`config.mk`:
```
export PLATFORM = sky130hd
export DESIGN_NAME = task_scheduler_with_semaphores_flat
export DESIGN_NICKNAME = d
export VERILOG_FILES = /design/src/hdl/scd_pkg.sv /design/src/hdl/scd_channels.sv /design/src/hdl/scd_cfg.sv /design/src/hdl/scd_task_mem.sv /design/src/hdl/scd_queue_mem.sv /design/src/hdl/task_scheduler_with_semaphores.sv /design/src/flat_wrapper.sv
export SDC_FILE = /design/constraint.sdc
export NUM_CORES = 2
export LEC_CHECK = 0
export ABC_AREA = 0
export BUFFER_PORTS_ARGS = -buffer_cell sky130_fd_sc_hd__buf_2
export CAP_MARGIN = 20
export CELL_PAD_IN_SITES_DETAIL_PLACEMENT = 0
export CELL_PAD_IN_SITES_GLOBAL_PLACEMENT = 2
export CORE_MARGIN = 2
export CORE_UTILIZATION = 43
export DETAILED_ROUTE_END_ITERATION = 8
export MAX_ROUTING_LAYER = met4
export PLACE_DENSITY_LB_ADDON = 0.1
export REMOVE_ABC_BUFFERS = 1
export SYNTH_ARGS = -nofsm -noshare
export SYNTH_HDL_FRONTEND = slang
export SYNTH_HIERARCHICAL = 1
export SYNTH_SLANG_ARGS = --single-unit
export TNS_END_PERCENT = 50
```
`constraint.sdc`:
```
create_clock -name clk -period 8.67 [get_ports clk]
set_input_delay 2.1675 -clock clk [delete_from_list [all_inputs] [get_ports clk]]
set_output_delay 2.1675 -clock clk [all_outputs]
set_load 0.03 [all_outputs]
```
`src/hdl/scd_pkg.sv`:
```
// Shared types and constants of the task scheduler with semaphores.
// No dependencies; scd_cfg, scd_task_mem, the top level and scd_checker use it by scoped names.
package scd_pkg;

    localparam int TASK_SLOTS_DEF      = 16;
    localparam int QUEUE_DEPTH_DEF     = 16;
    localparam int SEMAPHORE_COUNT_DEF = 4;

    localparam int CFG_REGS = 4;
    localparam int CFG_AW   = 4;
    localparam int CFG_DW   = 32;
    localparam int COUNT_W  = 16;

    localparam logic [COUNT_W-1:0] COUNT_MAX = {COUNT_W{1'b1}};

    // command codes
    localparam logic [2:0] ACT_SCHEDULE = 3'd0;
    localparam logic [2:0] ACT_TICK     = 3'd1;
    localparam logic [2:0] ACT_CREATE   = 3'd2;
    localparam logic [2:0] ACT_DESTROY  = 3'd3;
    localparam logic [2:0] ACT_SLEEP    = 3'd4;
    localparam logic [2:0] ACT_WAIT     = 3'd5;
    localparam logic [2:0] ACT_POST     = 3'd6;
    localparam logic [2:0] ACT_KRESET   = 3'd7;

    // task states
    localparam logic [1:0] TS_FREE    = 2'd0;
    localparam logic [1:0] TS_READY   = 2'd1;
    localparam logic [1:0] TS_BLOCKED = 2'd2;
    localparam logic [1:0] TS_DELAYED = 2'd3;

    // result status codes
    localparam logic [2:0] ST_OK       = 3'd0;
    localparam logic [2:0] ST_BLOCKED  = 3'd1;
    localparam logic [2:0] ST_FULL     = 3'd2;
    localparam logic [2:0] ST_DUP      = 3'd3;
    localparam logic [2:0] ST_NOTFOUND = 3'd4;
    localparam logic [2:0] ST_NOREADY  = 3'd5;
    localparam logic [2:0] ST_QFULL    = 3'd6;

    typedef struct packed {
        logic [1:0]  state;
        logic [31:0] id;
        logic [2:0]  level;
        logic [2:0]  skip;
        logic [31:0] sleep;
        logic [1:0]  wsem;
    } task_entry_t;

    typedef enum logic [7:0] {
        S_IDLE  = 8'b0000_0001,
        S_T_RD  = 8'b0000_0010,
        S_T_EX  = 8'b0000_0100,
        S_QH_RD = 8'b0000_1000,
        S_QH_EX = 8'b0001_0000,
        S_Q_RD  = 8'b0010_0000,
        S_Q_EX  = 8'b0100_0000,
        S_DONE  = 8'b1000_0000
    } fsm_t;

endpackage

```
`src/hdl/scd_channels.sv`:
```
// Valid/ready channel interfaces for requests and results.
// Depends on nothing; used by the top level and the testbench.
interface scd_cmd_if;
    logic        valid;
    logic        ready;
    logic [2:0]  action;
    logic [31:0] process_id;
    logic [2:0]  priority_req;
    logic [1:0]  semaphore;
    logic [31:0] tick_count;

    modport source (output valid, action, process_id, priority_req, semaphore, tick_count,
                    input ready);
    modport sink (input valid, action, process_id, priority_req, semaphore, tick_count,
                  output ready);
endinterface

interface scd_res_if;
    logic       valid;
    logic       ready;
    logic [2:0] status;
    logic [3:0] task_slot;
    logic       woke_valid;
    logic [3:0] woke_slot;

    modport source (output valid, status, task_slot, woke_valid, woke_slot, input ready);
    modport sink (input valid, status, task_slot, woke_valid, woke_slot, output ready);
endinterface

```
`src/hdl/scd_cfg.sv`:
```
// APB-style register file holding the initial semaphore counts.
// Depends on scd_pkg.
module scd_cfg (
    input  logic                          clk,
    input  logic                          rst_n,
    input  logic                          psel,
    input  logic                          penable,
    input  logic                          pwrite,
    input  logic [scd_pkg::CFG_AW-1:0]    paddr,
    input  logic [scd_pkg::CFG_DW-1:0]    pwdata,
    output logic [scd_pkg::CFG_DW-1:0]    prdata,
    output logic                          pready,
    output logic [scd_pkg::COUNT_W-1:0]   init_count [scd_pkg::CFG_REGS]
);

    logic [scd_pkg::COUNT_W-1:0] init_reg [scd_pkg::CFG_REGS];
    logic [1:0]                  sel;

    assign sel    = paddr[3:2];
    assign pready = 1'b1;
    assign prdata = scd_pkg::CFG_DW'(init_reg[sel]);

    always_ff @(posedge clk or negedge rst_n)
    begin
        if (!rst_n)
        begin
            for (int i = 0; i < scd_pkg::CFG_REGS; i++)
            begin
                init_reg[i] <= '0;
            end
        end
        else if (psel && penable && pwrite)
        begin
            init_reg[sel] <= pwdata[scd_pkg::COUNT_W-1:0];
        end
    end

    assign init_count = init_reg;

endmodule

```
`src/hdl/scd_task_mem.sv`:
```
// Task table memory: one entry per slot, registered read, valid bits so that
// a kernel reset clears the table at once. Depends on scd_pkg.
module scd_task_mem #(
    parameter int TASK_SLOTS = scd_pkg::TASK_SLOTS_DEF
) (
    input  logic                        clk,
    input  logic                        rst_n,
    input  logic                        clear,
    input  logic [$clog2(TASK_SLOTS)-1:0] raddr,
    output scd_pkg::task_entry_t        rdata,
    input  logic                        we,
    input  logic [$clog2(TASK_SLOTS)-1:0] waddr,
    input  scd_pkg::task_entry_t        wdata
);

    scd_pkg::task_entry_t   mem [TASK_SLOTS];
    scd_pkg::task_entry_t   data_reg;
    logic [TASK_SLOTS-1:0]  valid_reg;
    logic                   rvalid_reg;

    always_ff @(posedge clk or negedge rst_n)
    begin
        if (!rst_n)
        begin
            valid_reg  <= '0;
            rvalid_reg <= 1'b0;
        end
        else
        begin
            rvalid_reg <= valid_reg[raddr];
            if (clear)
            begin
                valid_reg <= '0;
            end
            else if (we)
            begin
                valid_reg[waddr] <= 1'b1;
            end
        end
    end

    always_ff @(posedge clk)
    begin
        data_reg <= mem[raddr];
        if (we)
        begin
            mem[waddr] <= wdata;
        end
    end

    // entries never written since the last clear read as all zero
    assign rdata = rvalid_reg ? data_reg : '0;

endmodule

```
`src/hdl/scd_queue_mem.sv`:
```
// Wait queue memory holding slot numbers for all semaphores, registered read.
// Depends on nothing.
module scd_queue_mem #(
    parameter int DEPTH = 64,
    parameter int WIDTH = 4
) (
    input  logic                     clk,
    input  logic [$clog2(DEPTH)-1:0] raddr,
    output logic [WIDTH-1:0]         rdata,
    input  logic                     we,
    input  logic [$clog2(DEPTH)-1:0] waddr,
    input  logic [WIDTH-1:0]         wdata
);

    logic [WIDTH-1:0] mem [DEPTH];

    always_ff @(posedge clk)
    begin
        rdata <= mem[raddr];
        if (we)
        begin
            mem[waddr] <= wdata;
        end
    end

endmodule

```
`src/hdl/task_scheduler_with_semaphores.sv`:
```
// Round-robin task scheduler with counting semaphores, the sequencer on top.
// Depends on scd_pkg, scd_channels, scd_cfg, scd_task_mem and scd_queue_mem.
//
// Usage: one request on cmd carries one command; exactly one result follows
// on res. Configuration (initial semaphore counts) is written over the APB
// port while the block is idle. One request is worked at a time; cmd.ready
// is high only while the sequencer waits for work. Kernel reset, post to an
// empty queue, an out-of-range semaphore and create on a full table finish
// without a table visit; sleep and wait visit the running task's slot; tick
// and create visit every slot; destroy walks to the hit slot, then through
// the queue of a blocked task; post with waiters reads the queue head,
// visits that slot and walks its queue; schedule walks until a task is
// chosen, passing over each ready task up to 7 times. Every slot visit is a
// read of the task table memory with a write-back where the entry changes,
// and every queue step a read of the queue memory with a write where an
// entry moves. A finished result sits in an output register, so the next
// request is taken while it waits; the sequencer holds only when a second
// result is ready before the first is taken. Reset clears the task table
// valid bits, counts and queue lengths at once; no clearing pass is needed.
module task_scheduler_with_semaphores #(
    parameter int TASK_SLOTS      = scd_pkg::TASK_SLOTS_DEF,
    parameter int QUEUE_DEPTH     = scd_pkg::QUEUE_DEPTH_DEF,
    parameter int SEMAPHORE_COUNT = scd_pkg::SEMAPHORE_COUNT_DEF
) (
    input  logic                       clk,
    input  logic                       rst_n,
    scd_cmd_if.sink                    cmd,
    scd_res_if.source                  res,
    input  logic                       psel,
    input  logic                       penable,
    input  logic                       pwrite,
    input  logic [scd_pkg::CFG_AW-1:0] paddr,
    input  logic [scd_pkg::CFG_DW-1:0] pwdata,
    output logic [scd_pkg::CFG_DW-1:0] prdata,
    output logic                       pready
);

    localparam int SW  = $clog2(TASK_SLOTS);
    localparam int SCW = $clog2(TASK_SLOTS + 1);
    localparam int QIW = $clog2(QUEUE_DEPTH);
    localparam int QLW = $clog2(QUEUE_DEPTH + 1);
    localparam int QAD = SEMAPHORE_COUNT * QUEUE_DEPTH;
    localparam int QAW = $clog2(QAD);
    localparam int SIW = (SEMAPHORE_COUNT > 1) ? $clog2(SEMAPHORE_COUNT) : 1;
    localparam logic [SW-1:0] LAST = SW'(TASK_SLOTS - 1);
    localparam int CW = scd_pkg::COUNT_W;

    logic [CW-1:0] init_count [scd_pkg::CFG_REGS];

    scd_cfg u_cfg (
        .clk        (clk),
        .rst_n      (rst_n),
        .psel       (psel),
        .penable    (penable),
        .pwrite     (pwrite),
        .paddr      (paddr),
        .pwdata     (pwdata),
        .prdata     (prdata),
        .pready     (pready),
        .init_count (init_count)
    );

    // task table and queue memories
    scd_pkg::task_entry_t tm_rdata;
    scd_pkg::task_entry_t tm_wdata;
    logic                 tm_we;
    logic [SW-1:0]        tm_waddr;
    logic                 kclear;

    logic [QAW-1:0]       qm_raddr;
    logic [QAW-1:0]       qm_waddr;
    logic [SW-1:0]        qm_rdata;
    logic [SW-1:0]        qm_wdata;
    logic                 qm_we;

    // sequencer registers
    scd_pkg::fsm_t  state_reg, state_next;
    logic [2:0]     op_reg, op_next;
    logic [31:0]    pid_reg, pid_next;
    logic [2:0]     prio_reg, prio_next;
    logic [1:0]     sem_reg, sem_next;
    logic [31:0]    ticks_reg, ticks_next;
    logic [SW-1:0]  idx_reg, idx_next;
    logic [SCW-1:0] steps_reg, steps_next;
    logic           seen_reg, seen_next;
    logic           dup_reg, dup_next;
    logic           free_ok_reg, free_ok_next;
    logic [SW-1:0]  free_reg, free_next;
    logic [QIW-1:0] qj_reg, qj_next;
    logic [QLW-1:0] qn_reg, qn_next;
    logic [SW-1:0]  qslot_reg, qslot_next;
    logic [SIW-1:0] qsem_reg, qsem_next;
    logic           qfound_reg, qfound_next;
    logic [2:0]     st_reg, st_next;
    logic [SW-1:0]  slot_reg, slot_next;
    logic           wv_reg, wv_next;
    logic [SW-1:0]  ws_reg, ws_next;

    // kernel state kept in flops
    logic [SW-1:0]  scan_reg, scan_next;
    logic [SW-1:0]  run_reg, run_next;
    logic [SCW-1:0] live_reg, live_next;
    logic [CW-1:0]  semcnt_reg [SEMAPHORE_COUNT];
    logic [CW-1:0]  semcnt_next [SEMAPHORE_COUNT];
    logic [QLW-1:0] qlen_reg [SEMAPHORE_COUNT];
    logic [QLW-1:0] qlen_next [SEMAPHORE_COUNT];

    // output register
    logic           ov_reg, ov_next;
    logic [2:0]     ost_reg, ost_next;
    logic [3:0]     oslot_reg, oslot_next;
    logic           owv_reg, owv_next;
    logic [3:0]     ows_reg, ows_next;

    logic [SIW-1:0] semi;

    function automatic logic [QAW-1:0] qaddr(input logic [SIW-1:0] s,
                                             input logic [QIW-1:0] j);
        return QAW'(s) * QAW'(QUEUE_DEPTH) + QAW'(j);
    endfunction

    scd_task_mem #(
        .TASK_SLOTS (TASK_SLOTS)
    ) u_task_mem (
        .clk   (clk),
        .rst_n (rst_n),
        .clear (kclear),
        .raddr (idx_reg),
        .rdata (tm_rdata),
        .we    (tm_we),
        .waddr (tm_waddr),
        .wdata (tm_wdata)
    );

    scd_queue_mem #(
        .DEPTH (QAD),
        .WIDTH (SW)
    ) u_queue_mem (
        .clk   (clk),
        .raddr (qm_raddr),
        .rdata (qm_rdata),
        .we    (qm_we),
        .waddr (qm_waddr),
        .wdata (qm_wdata)
    );

    assign semi      = SIW'(sem_reg);
    assign qm_raddr  = qaddr(qsem_reg, qj_reg);
    assign cmd.ready = (state_reg == scd_pkg::S_IDLE);

    assign res.valid      = ov_reg;
    assign res.status     = ost_reg;
    assign res.task_slot  = oslot_reg;
    assign res.woke_valid = owv_reg;
    assign res.woke_slot  = ows_reg;

    always_comb
    begin
        scd_pkg::task_entry_t e;
        scd_pkg::task_entry_t w;
        logic                 chosen;
        logic                 seen_n;
        logic                 dup_n;
        logic                 free_ok_n;
        logic [SW-1:0]        free_n;
        logic                 found_n;
        logic [SIW-1:0]       rs;
        logic [SIW-1:0]       in_semi;
        logic                 in_sem_bad;

        state_next   = state_reg;
        op_next      = op_reg;
        pid_next     = pid_reg;
        prio_next    = prio_reg;
        sem_next     = sem_reg;
        ticks_next   = ticks_reg;
        idx_next     = idx_reg;
        steps_next   = steps_reg;
        seen_next    = seen_reg;
        dup_next     = dup_reg;
        free_ok_next = free_ok_reg;
        free_next    = free_reg;
        qj_next      = qj_reg;
        qn_next      = qn_reg;
        qslot_next   = qslot_reg;
        qsem_next    = qsem_reg;
        qfound_next  = qfound_reg;
        st_next      = st_reg;
        slot_next    = slot_reg;
        wv_next      = wv_reg;
        ws_next      = ws_reg;
        scan_next    = scan_reg;
        run_next     = run_reg;
        live_next    = live_reg;
        semcnt_next  = semcnt_reg;
        qlen_next    = qlen_reg;

        ov_next    = ov_reg && !res.ready;
        ost_next   = ost_reg;
        oslot_next = oslot_reg;
        owv_next   = owv_reg;
        ows_next   = ows_reg;

        tm_we    = 1'b0;
        tm_waddr = idx_reg;
        tm_wdata = tm_rdata;
        qm_we    = 1'b0;
        qm_waddr = qaddr(qsem_reg, qj_reg);
        qm_wdata = qm_rdata;
        kclear   = 1'b0;

        e          = tm_rdata;
        w          = tm_rdata;
        chosen     = 1'b0;
        seen_n     = seen_reg;
        dup_n      = dup_reg;
        free_ok_n  = free_ok_reg;
        free_n     = free_reg;
        found_n    = qfound_reg;
        rs         = SIW'(e.wsem);
        in_semi    = SIW'(cmd.semaphore);
        in_sem_bad = (32'(cmd.semaphore) >= 32'(SEMAPHORE_COUNT));

        case (state_reg)
            scd_pkg::S_IDLE:
            begin
                if (cmd.valid)
                begin
                    op_next    = cmd.action;
                    pid_next   = cmd.process_id;
                    prio_next  = cmd.priority_req;
                    sem_next   = cmd.semaphore;
                    ticks_next = cmd.tick_count;
                    st_next    = scd_pkg::ST_OK;
                    slot_next  = '0;
                    wv_next    = 1'b0;
                    ws_next    = '0;
                    idx_next   = '0;
                    steps_next = '0;
                    seen_next  = 1'b0;
                    dup_next   = 1'b0;
                    free_ok_next = 1'b0;
                    state_next = scd_pkg::S_T_RD;
                    case (cmd.action)
                        scd_pkg::ACT_SCHEDULE:
                        begin
                            idx_next = (scan_reg == LAST) ? '0 : scan_reg + 1'b1;
                        end
                        scd_pkg::ACT_CREATE:
                        begin
                            if (live_reg >= SCW'(TASK_SLOTS))
                            begin
                                st_next    = scd_pkg::ST_FULL;
                                state_next = scd_pkg::S_DONE;
                            end
                        end
                        scd_pkg::ACT_SLEEP:
                        begin
                            idx_next = run_reg;
                        end
                        scd_pkg::ACT_WAIT:
                        begin
                            idx_next = run_reg;
                            if (in_sem_bad)
                            begin
                                st_next    = scd_pkg::ST_NOTFOUND;
                                state_next = scd_pkg::S_DONE;
                            end
                        end
                        scd_pkg::ACT_POST:
                        begin
                            qsem_next = in_semi;
                            qj_next   = '0;
                            if (in_sem_bad)
                            begin
                                st_next    = scd_pkg::ST_NOTFOUND;
                                state_next = scd_pkg::S_DONE;
                            end
                            else if (qlen_reg[in_semi] != '0)
                            begin
                                state_next = scd_pkg::S_QH_RD;
                            end
                            else
                            begin
                                if (semcnt_reg[in_semi] != scd_pkg::COUNT_MAX)
                                begin
                                    semcnt_next[in_semi] = semcnt_reg[in_semi] + 1'b1;
                                end
                                state_next = scd_pkg::S_DONE;
                            end
                        end
                        scd_pkg::ACT_KRESET:
                        begin
                            kclear = 1'b1;
                            for (int s = 0; s < SEMAPHORE_COUNT; s++)
                            begin
                                if (s < scd_pkg::CFG_REGS)
                                begin
                                    semcnt_next[s] = init_count[s[1:0]];
                                end
                                else
                                begin
                                    semcnt_next[s] = '0;
                                end
                                qlen_next[s] = '0;
                            end
                            scan_next  = LAST;
                            run_next   = '0;
                            live_next  = '0;
                            state_next = scd_pkg::S_DONE;
                        end
                        default:
                        begin
                            // tick and destroy walk from slot zero
                        end
                    endcase
                end
            end

            scd_pkg::S_T_RD:
            begin
                state_next = scd_pkg::S_T_EX;
            end

            scd_pkg::S_T_EX:
            begin
                case (op_reg)
                    scd_pkg::ACT_SCHEDULE:
                    begin
                        if (e.state == scd_pkg::TS_READY)
                        begin
                            seen_n   = 1'b1;
                            tm_we    = 1'b1;
                            if (e.skip == '0)
                            begin
                                w.skip     = e.level;
                                scan_next  = idx_reg;
                                run_next   = idx_reg;
                                slot_next  = idx_reg;
                                chosen     = 1'b1;
                                state_next = scd_pkg::S_DONE;
                            end
                            else
                            begin
                                w.skip = e.skip - 1'b1;
                            end
                            tm_wdata = w;
                        end
                        seen_next = seen_n;
                        if (!chosen)
                        begin
                            idx_next   = (idx_reg == LAST) ? '0 : idx_reg + 1'b1;
                            state_next = scd_pkg::S_T_RD;
                            if (!seen_n)
                            begin
                                steps_next = steps_reg + 1'b1;
                                // a full lap with no ready task
                                if ((steps_reg + 1'b1) == SCW'(TASK_SLOTS))
                                begin
                                    st_next    = scd_pkg::ST_NOREADY;
                                    state_next = scd_pkg::S_DONE;
                                end
                            end
                        end
                    end

                    scd_pkg::ACT_TICK:
                    begin
                        if (e.state == scd_pkg::TS_DELAYED)
                        begin
                            if (e.sleep != '0)
                            begin
                                w.sleep = e.sleep - 1'b1;
                            end
                            if (w.sleep == '0)
                            begin
                                w.state = scd_pkg::TS_READY;
                            end
                            tm_we    = 1'b1;
                            tm_wdata = w;
                        end
                        idx_next   = idx_reg + 1'b1;
                        state_next = (idx_reg == LAST) ? scd_pkg::S_DONE : scd_pkg::S_T_RD;
                    end

                    scd_pkg::ACT_CREATE:
                    begin
                        if (e.state != scd_pkg::TS_FREE && e.id == pid_reg)
                        begin
                            dup_n = 1'b1;
                        end
                        if (!free_ok_reg && e.state == scd_pkg::TS_FREE)
                        begin
                            free_ok_n = 1'b1;
                            free_n    = idx_reg;
                        end
                        dup_next     = dup_n;
                        free_ok_next = free_ok_n;
                        free_next    = free_n;
                        idx_next     = idx_reg + 1'b1;
                        state_next   = scd_pkg::S_T_RD;
                        if (idx_reg == LAST)
                        begin
                            state_next = scd_pkg::S_DONE;
                            if (dup_n)
                            begin
                                st_next = scd_pkg::ST_DUP;
                            end
                            else if (!free_ok_n)
                            begin
                                st_next = scd_pkg::ST_FULL;
                            end
                            else
                            begin
                                w.state  = scd_pkg::TS_READY;
                                w.id     = pid_reg;
                                w.level  = prio_reg;
                                w.skip   = prio_reg;
                                w.sleep  = '0;
                                w.wsem   = '0;
                                tm_we    = 1'b1;
                                tm_waddr = free_n;
                                tm_wdata = w;
                                live_next = live_reg + 1'b1;
                                slot_next = free_n;
                            end
                        end
                    end

                    scd_pkg::ACT_DESTROY:
                    begin
                        if (e.state != scd_pkg::TS_FREE && e.id == pid_reg)
                        begin
                            w.state  = scd_pkg::TS_FREE;
                            w.id     = '0;
                            w.sleep  = '0;
                            tm_we    = 1'b1;
                            tm_wdata = w;
                            if (live_reg != '0)
                            begin
                                live_next = live_reg - 1'b1;
                            end
                            state_next = scd_pkg::S_DONE;
                            if (e.state == scd_pkg::TS_BLOCKED &&
                                32'(e.wsem) < 32'(SEMAPHORE_COUNT))
                            begin
                                qsem_next   = rs;
                                qslot_next  = idx_reg;
                                qn_next     = qlen_reg[rs];
                                qj_next     = '0;
                                qfound_next = 1'b0;
                                if (qlen_reg[rs] != '0)
                                begin
                                    state_next = scd_pkg::S_Q_RD;
                                end
                            end
                        end
                        else if (idx_reg == LAST)
                        begin
                            st_next    = scd_pkg::ST_NOTFOUND;
                            state_next = scd_pkg::S_DONE;
                        end
                        else
                        begin
                            idx_next   = idx_reg + 1'b1;
                            state_next = scd_pkg::S_T_RD;
                        end
                    end

                    scd_pkg::ACT_SLEEP:
                    begin
                        state_next = scd_pkg::S_DONE;
                        if (e.state != scd_pkg::TS_READY)
                        begin
                            st_next = scd_pkg::ST_NOTFOUND;
                        end
                        else if (ticks_reg != '0)
                        begin
                            w.state  = scd_pkg::TS_DELAYED;
                            w.sleep  = ticks_reg;
                            tm_we    = 1'b1;
                            tm_wdata = w;
                            st_next  = scd_pkg::ST_BLOCKED;
                        end
                    end

                    scd_pkg::ACT_WAIT:
                    begin
                        state_next = scd_pkg::S_DONE;
                        if (e.state != scd_pkg::TS_READY)
                        begin
                            st_next = scd_pkg::ST_NOTFOUND;
                        end
                        else if (semcnt_reg[semi] != '0)
                        begin
                            semcnt_next[semi] = semcnt_reg[semi] - 1'b1;
                        end
                        else if (qlen_reg[semi] >= QLW'(QUEUE_DEPTH))
                        begin
                            st_next = scd_pkg::ST_QFULL;
                        end
                        else
                        begin
                            // append the running task at the tail
                            qm_we           = 1'b1;
                            qm_waddr        = qaddr(semi, QIW'(qlen_reg[semi]));
                            qm_wdata        = run_reg;
                            qlen_next[semi] = qlen_reg[semi] + 1'b1;
                            w.state         = scd_pkg::TS_BLOCKED;
                            w.wsem          = sem_reg;
                            tm_we           = 1'b1;
                            tm_wdata        = w;
                            st_next         = scd_pkg::ST_BLOCKED;
                        end
                    end

                    scd_pkg::ACT_POST:
                    begin
                        if (e.state == scd_pkg::TS_BLOCKED)
                        begin
                            w.state  = scd_pkg::TS_READY;
                            tm_we    = 1'b1;
                            tm_wdata = w;
                        end
                        wv_next     = 1'b1;
                        ws_next     = idx_reg;
                        qsem_next   = semi;
                        qslot_next  = idx_reg;
                        qn_next     = qlen_reg[semi];
                        qj_next     = '0;
                        qfound_next = 1'b0;
                        state_next  = scd_pkg::S_Q_RD;
                    end

                    default:
                    begin
                        state_next = scd_pkg::S_DONE;
                    end
                endcase
            end

            scd_pkg::S_QH_RD:
            begin
                state_next = scd_pkg::S_QH_EX;
            end

            scd_pkg::S_QH_EX:
            begin
                idx_next   = qm_rdata;
                state_next = scd_pkg::S_T_RD;
            end

            scd_pkg::S_Q_RD:
            begin
                state_next = scd_pkg::S_Q_EX;
            end

            scd_pkg::S_Q_EX:
            begin
                // move each entry after the match up by one
                if (qfound_reg)
                begin
                    qm_we    = 1'b1;
                    qm_waddr = qaddr(qsem_reg, qj_reg - 1'b1);
                    qm_wdata = qm_rdata;
                end
                else if (qm_rdata == qslot_reg)
                begin
                    found_n = 1'b1;
                end
                qfound_next = found_n;
                if (QLW'(qj_reg) == qn_reg - 1'b1)
                begin
                    if (found_n)
                    begin
                        qlen_next[qsem_reg] = qn_reg - 1'b1;
                    end
                    state_next = scd_pkg::S_DONE;
                end
                else
                begin
                    qj_next    = qj_reg + 1'b1;
                    state_next = scd_pkg::S_Q_RD;
                end
            end

            scd_pkg::S_DONE:
            begin
                if (!ov_reg || res.ready)
                begin
                    ov_next    = 1'b1;
                    ost_next   = st_reg;
                    oslot_next = 4'(slot_reg);
                    owv_next   = wv_reg;
                    ows_next   = 4'(ws_reg);
                    state_next = scd_pkg::S_IDLE;
                end
            end

            default:
            begin
                state_next = scd_pkg::S_IDLE;
            end
        endcase
    end

    always_ff @(posedge clk or negedge rst_n)
    begin
        if (!rst_n)
        begin
            state_reg <= scd_pkg::S_IDLE;
            ov_reg    <= 1'b0;
            scan_reg  <= LAST;
            run_reg   <= '0;
            live_reg  <= '0;
            for (int s = 0; s < SEMAPHORE_COUNT; s++)
            begin
                semcnt_reg[s] <= '0;
                qlen_reg[s]   <= '0;
            end
        end
        else
        begin
            state_reg  <= state_next;
            ov_reg     <= ov_next;
            scan_reg   <= scan_next;
            run_reg    <= run_next;
            live_reg   <= live_next;
            semcnt_reg <= semcnt_next;
            qlen_reg   <= qlen_next;
        end
    end

    always_ff @(posedge clk)
    begin
        op_reg      <= op_next;
        pid_reg     <= pid_next;
        prio_reg    <= prio_next;
        sem_reg     <= sem_next;
        ticks_reg   <= ticks_next;
        idx_reg     <= idx_next;
        steps_reg   <= steps_next;
        seen_reg    <= seen_next;
        dup_reg     <= dup_next;
        free_ok_reg <= free_ok_next;
        free_reg    <= free_next;
        qj_reg      <= qj_next;
        qn_reg      <= qn_next;
        qslot_reg   <= qslot_next;
        qsem_reg    <= qsem_next;
        qfound_reg  <= qfound_next;
        st_reg      <= st_next;
        slot_reg    <= slot_next;
        wv_reg      <= wv_next;
        ws_reg      <= ws_next;
        ost_reg     <= ost_next;
        oslot_reg   <= oslot_next;
        owv_reg     <= owv_next;
        ows_reg     <= ows_next;
    end

endmodule

```
`src/flat_wrapper.sv`:
```
// flat-port wrapper written by rule: the top's interface ports become plain ports
module task_scheduler_with_semaphores_flat 
#(
    parameter int TASK_SLOTS      = scd_pkg::TASK_SLOTS_DEF,
    parameter int QUEUE_DEPTH     = scd_pkg::QUEUE_DEPTH_DEF,
    parameter int SEMAPHORE_COUNT = scd_pkg::SEMAPHORE_COUNT_DEF
)
  (clk, rst_n, psel, penable, pwrite, paddr, pwdata, prdata, pready, cmd_valid, cmd_action, cmd_process_id, cmd_priority_req, cmd_semaphore, cmd_tick_count, cmd_ready, res_valid, res_status, res_task_slot, res_woke_valid, res_woke_slot, res_ready);
  scd_cmd_if cmd_i ();
  scd_res_if res_i ();
  input  logic clk;
  input  logic rst_n;
  input  logic psel;
  input  logic penable;
  input  logic pwrite;
  input  logic [scd_pkg::CFG_AW-1:0] paddr;
  input  logic [scd_pkg::CFG_DW-1:0] pwdata;
  output logic [scd_pkg::CFG_DW-1:0] prdata;
  output logic pready;
  input wire logic [$bits(cmd_i.valid)-1:0] cmd_valid;
  input wire logic [$bits(cmd_i.action)-1:0] cmd_action;
  input wire logic [$bits(cmd_i.process_id)-1:0] cmd_process_id;
  input wire logic [$bits(cmd_i.priority_req)-1:0] cmd_priority_req;
  input wire logic [$bits(cmd_i.semaphore)-1:0] cmd_semaphore;
  input wire logic [$bits(cmd_i.tick_count)-1:0] cmd_tick_count;
  output wire logic [$bits(cmd_i.ready)-1:0] cmd_ready;
  output wire logic [$bits(res_i.valid)-1:0] res_valid;
  output wire logic [$bits(res_i.status)-1:0] res_status;
  output wire logic [$bits(res_i.task_slot)-1:0] res_task_slot;
  output wire logic [$bits(res_i.woke_valid)-1:0] res_woke_valid;
  output wire logic [$bits(res_i.woke_slot)-1:0] res_woke_slot;
  input wire logic [$bits(res_i.ready)-1:0] res_ready;
  assign cmd_i.valid = cmd_valid;
  assign cmd_i.action = cmd_action;
  assign cmd_i.process_id = cmd_process_id;
  assign cmd_i.priority_req = cmd_priority_req;
  assign cmd_i.semaphore = cmd_semaphore;
  assign cmd_i.tick_count = cmd_tick_count;
  assign cmd_ready = cmd_i.ready;
  assign res_valid = res_i.valid;
  assign res_status = res_i.status;
  assign res_task_slot = res_i.task_slot;
  assign res_woke_valid = res_i.woke_valid;
  assign res_woke_slot = res_i.woke_slot;
  assign res_i.ready = res_ready;
  task_scheduler_with_semaphores #(.TASK_SLOTS(TASK_SLOTS), .QUEUE_DEPTH(QUEUE_DEPTH), .SEMAPHORE_COUNT(SEMAPHORE_COUNT)) u_core (.clk(clk), .rst_n(rst_n), .cmd(cmd_i), .res(res_i), .psel(psel), .penable(penable), .pwrite(pwrite), .paddr(paddr), .pwdata(pwdata), .prdata(prdata), .pready(pready));
endmodule
```
==> Implementation_results.wiki <==
{| class="wikitable"
! Metric !! Value
|-
| Biggest cell delay along the critical path || approximately 0.82 ns
|-
| Area growth, synth to finish || 13.34%
|-
| Synth top area share || 61.80%
|-
| Number of nets in the final layout || 4,771
|-
| Power density cells || between 300 and 400 nW/µm²
|-
| Finish-stage setup viols || 0
|-
| CTS resizes || 0
|-
| Most used cells in the layout excluding fill and tap cells || sky130_fd_sc_hd__edfxtp_1, sky130_fd_sc_hd__mux4_2, sky130_fd_sc_hd__nand2_1
|-
| Required @ worst endpoint || about 9.2 ns
|-
| Final hold vios || 0
|-
| Critical path capture point type || register
|-
| Non-Filler Cell Area, Final || approximately 86,000 µm²
|-
| Type of element launching the critical path || register
|-
| CTS tree || yes
|-
| First-pass detailed-route iteration total || 7
|-
| Fraction of final layout cells sized beyond drive strength 1 || 24.05%
|-
| Area of the die || roughly 180,000 µm²
|-
| Number of global-route vias before repair || between 40,000 and 50,000
|-
| Final routed wire length divided by cell count || 28.30 µm
|-
| Htree depth || 4
|-
| Path class of the lowest-slack min-delay path || register to register
|-
| Maximum clock path buffer count || 3
|-
| Status || completed
|-
| Total global-route track usage || 23.21%
|-
| Post-detailed-route DRC marker count || 0
|-
| Final antenna-violating net count || 0
|-
| Transition time at the pin with the least slew margin || about 1.2 ns
|-
| Leak Pwr || 28.73 nW
|-
| Fmax || between 100 and 150 MHz
|-
| Biggest area consumer among synthesized cells || sky130_fd_sc_hd__edfxtp_1
|-
| Fin crit period || slightly below 7 ns
|-
| Detailed placement HPWL || ~120,000 µm
|-
| Count of buffers from port buffering || 126
|-
| Critical path buffers and inverters || 4
|-
| Unrepaired setup endpoints after global routing || false
|-
| Vias || between 40,000 and 50,000
|-
| Cell family with most CP delay || simple AND/OR/NAND/NOR gates
|-
| Num Clock Sinks || around 1,800
|-
| Clock skew || roughly 0.042 ns
|-
| Total CTS buffers || ~200
|-
| Crit path max-delay cell type || sky130_fd_sc_hd__buf_4
|-
| Peak ir drop on the vdd network || between 200 and 300 µV
|-
| Worst Path Max Fanout || 41
|-
| Prevailing post-synth register cell || sky130_fd_sc_hd__edfxtp_1
|-
| Flip-flop and latch count after synthesis || around 1,800
|-
| Path type of the worst setup path || register to register
|-
| Total grt overflow || 0
|-
| Max Slew Vio Count || 0
|-
| Die height || between 400 and 500 µm
|-
| Number of synthesized flops with an enable pin || 1,568
|-
| Worst endpoint data arrival time || 7.27 ns
|-
| Clock root buffer master || sky130_fd_sc_hd__clkbuf_16
|-
| Number of ports placed on the die boundary || 162
|-
| Pin count of the biggest net entering global routing || roughly 120
|-
| Clock latency at the later pin of the worst-skew pair || roughly 0.85 ns
|-
| Post-route fraction of the period consumed by the critical path || between 70% and 80%
|-
| Wire length of the first global-routing pass || 298,500 µm
|-
| Avg Inst Size Synth || roughly 17 µm²
|-
| Core Rows || approximately 150
|-
| Relative max-transition margin || between 20% and 30%
|-
| Commonest non-fill, non-tap cell in the layout || sky130_fd_sc_hd__edfxtp_1
|-
| Total detailed-routing wirelength || between 200,000 and 250,000 µm
|-
| Synth unique cells || a little under 100
|-
| Max-Cap Viols || 0
|-
| RePlAce Congestion || 0.8148
|-
| Yosys warning total || 6
|-
| Largest register FFs || 1,184
|-
| Most prevalent standard cell on the critical path || sky130_fd_sc_hd__buf_4
|-
| Fraction of registers with async set or reset after synthesis || between 10% and 20%
|-
| Post-CTS setup-driven buffer insertion count || 0
|-
| Vias per std cell || slightly below 6
|-
| Number of antenna violations at the first check in global routing || 4
|-
| Floorplan die width || between 400 and 500 µm
|-
| Cts-stage hold buffer count || 0
|-
| Top cells by area, synth || sky130_fd_sc_hd__edfxtp_1, sky130_fd_sc_hd__mux4_2, sky130_fd_sc_hd__dfrtp_1, sky130_fd_sc_hd__dfxtp_1, sky130_fd_sc_hd__a22oi_1
|-
| Cell area after synthesis || approximately 76,000 µm²
|-
| CP cell instances || buf_4 > mux4_2 > or4b_1 > nor3_1 > nand3_2 > buf_4 > o21ai_0 > o21a_1 > nand3b_1 > nor2_4 > buf_4 > buf_4
|-
| Part of the Yosys area used for sequential elements || roughly 70%
|-
| Post-synthesis instance total || around 4,400
|-
| Area post-placement || between 70,000 and 80,000 µm²
|-
| Register clock-pin slew on the reported worst setup and hold paths || approximately 0.06 ns
|-
| Initial cell density of the core || a little over two fifths
|-
| Initial DRC count || ~3,700
|-
| Total negative setup slack || 0 ns
|-
| Core outline area || about 180,000 µm²
|}
metal layers:
| layer | track usage [%] | part of all wire [%] | up-vias | wire length (µm) |
|---|---|---|---|---|
| li1 | - | - | 18240 | - |
| met1 | 32.86 | 46 | 22330 | 92340 |
| met2 | 35.06 | 47 | 1185 | 94270 |
| met3 | 3.469 | 5.2 | 343 | 10520 |
| met4 | 6.738 | 2.6 | 0 | 5352 |
| met5 | - | 0 | - | 0 |
final timing paths:
| kind | startpoint | end | slack (ns) | cells after the start |
|---|---|---|---|---|
| hold reg to reg | u_core/ws_reg[3]$_DFFE_PP_ | u_core/res.woke_slot[3]$_DFFE_PP_ | 0.42 | 0 |
| hold / removal | u_core/ws_reg[3]$_DFFE_PP_ | u_core/res.woke_slot[3]$_DFFE_PP_ | 0.42 | 0 |
| max in group asynchronous | rst_n | u_core/u_cfg/init_count[56]$_DFFE_PN0P_ | 5.96 | 2 |
| setup reg to reg | u_core/sem_reg[1]$_DFFE_PP_ | u_core/u_task_mem/mem[7][50]$_DFFE_PP_ | 1.89 | 12 |
| setup / recovery | u_core/sem_reg[1]$_DFFE_PP_ | u_core/u_task_mem/mem[7][50]$_DFFE_PP_ | 1.89 | 12 |
| min in group asynchronous | rst_n | u_core/u_cfg/init_count[29]$_DFFE_PN0P_ | 1.39 | 1 |
report_power, final:
group	total [mW]	leakage, nW	switching [mW]	internal, mW
combinational	7.44	8.16	4.48	2.97
sequential	11.3	17.4	0.508	10.8
clock	8.26	3.13	3.53	4.73
synthesized netlist by cell type (all sizes together) (14+ instances only):
library cell / instances
o22ai: 30
mux2: 85
mux4: 428
nand4: 15
nor2b: 21
or4: 17
edfxtp: 1568
nand2b: 14
dfrtp: 182
o221ai: 26
a21oi: 117
and2: 86
o21a: 17
mux2i: 27
nand3: 65
a22oi: 178
o2bb2ai: 22
and3: 14
ha: 16
a22o: 51
nor3: 56
nand2: 278
buf: 125
xnor2: 36
a221oi: 21
xor2: 60
o21ai: 137
clkbuf: 150
nor2: 265
dfxtp: 78
nor4: 35
inv: 39
a31oi: 17
final cells by class:
type / instances / area (µm²)
inverters: 39 / 148.9
repair buffers: 269 / 1878
multi-input cells: 2299 / 21640
well taps: 2340 / 2928
clock buffers: 266 / 5369
fillers: 14740 / 89760
flip-flops and latches: 1833 / 53340
clock inverters: 104 / 1042
diodes: 5 / 12.51
through the flow:
stage / power [mW] / std cells / setup WS [ns] / hold slack (ns) / utilization, %
detailed placement: 19.01 / 6764 / 1.963 / 0.4080 / 45.31
global placement: 18.96 / 6763 / 2.024 / 0.4086 / 45.30
finish: 27.04 / 7155 / 1.887 / 0.4196 / 49.03
global route: 28.35 / 7152 / 1.681 / 0.4267 / 49.03
CTS: 27.32 / 7134 / 1.951 / 0.4198 / 48.95
floorplan: 17.40 / 4171 / -11.18 / 0.4003 / -
logic make-up (layout without fill, tap and decap cells):
family | Yosys count | after routing | share of synthesized area [%]
other | 2 | 22 | 0.009857
multiplexers | 540 | 540 | 14.32
AND/OR/NAND/NOR | 929 | 929 | 5.931
AO/OA/AOI/OAI | 700 | 700 | 6.376
flip-flops | 1833 | 1833 | 70.00
XOR/XNOR | 96 | 96 | 1.128
buffers and inverters | 314 | 678 | 1.953
adder cells (fa/ha/maj) | 17 | 17 | 0.2890
Power figures use the tool's default switching activity.
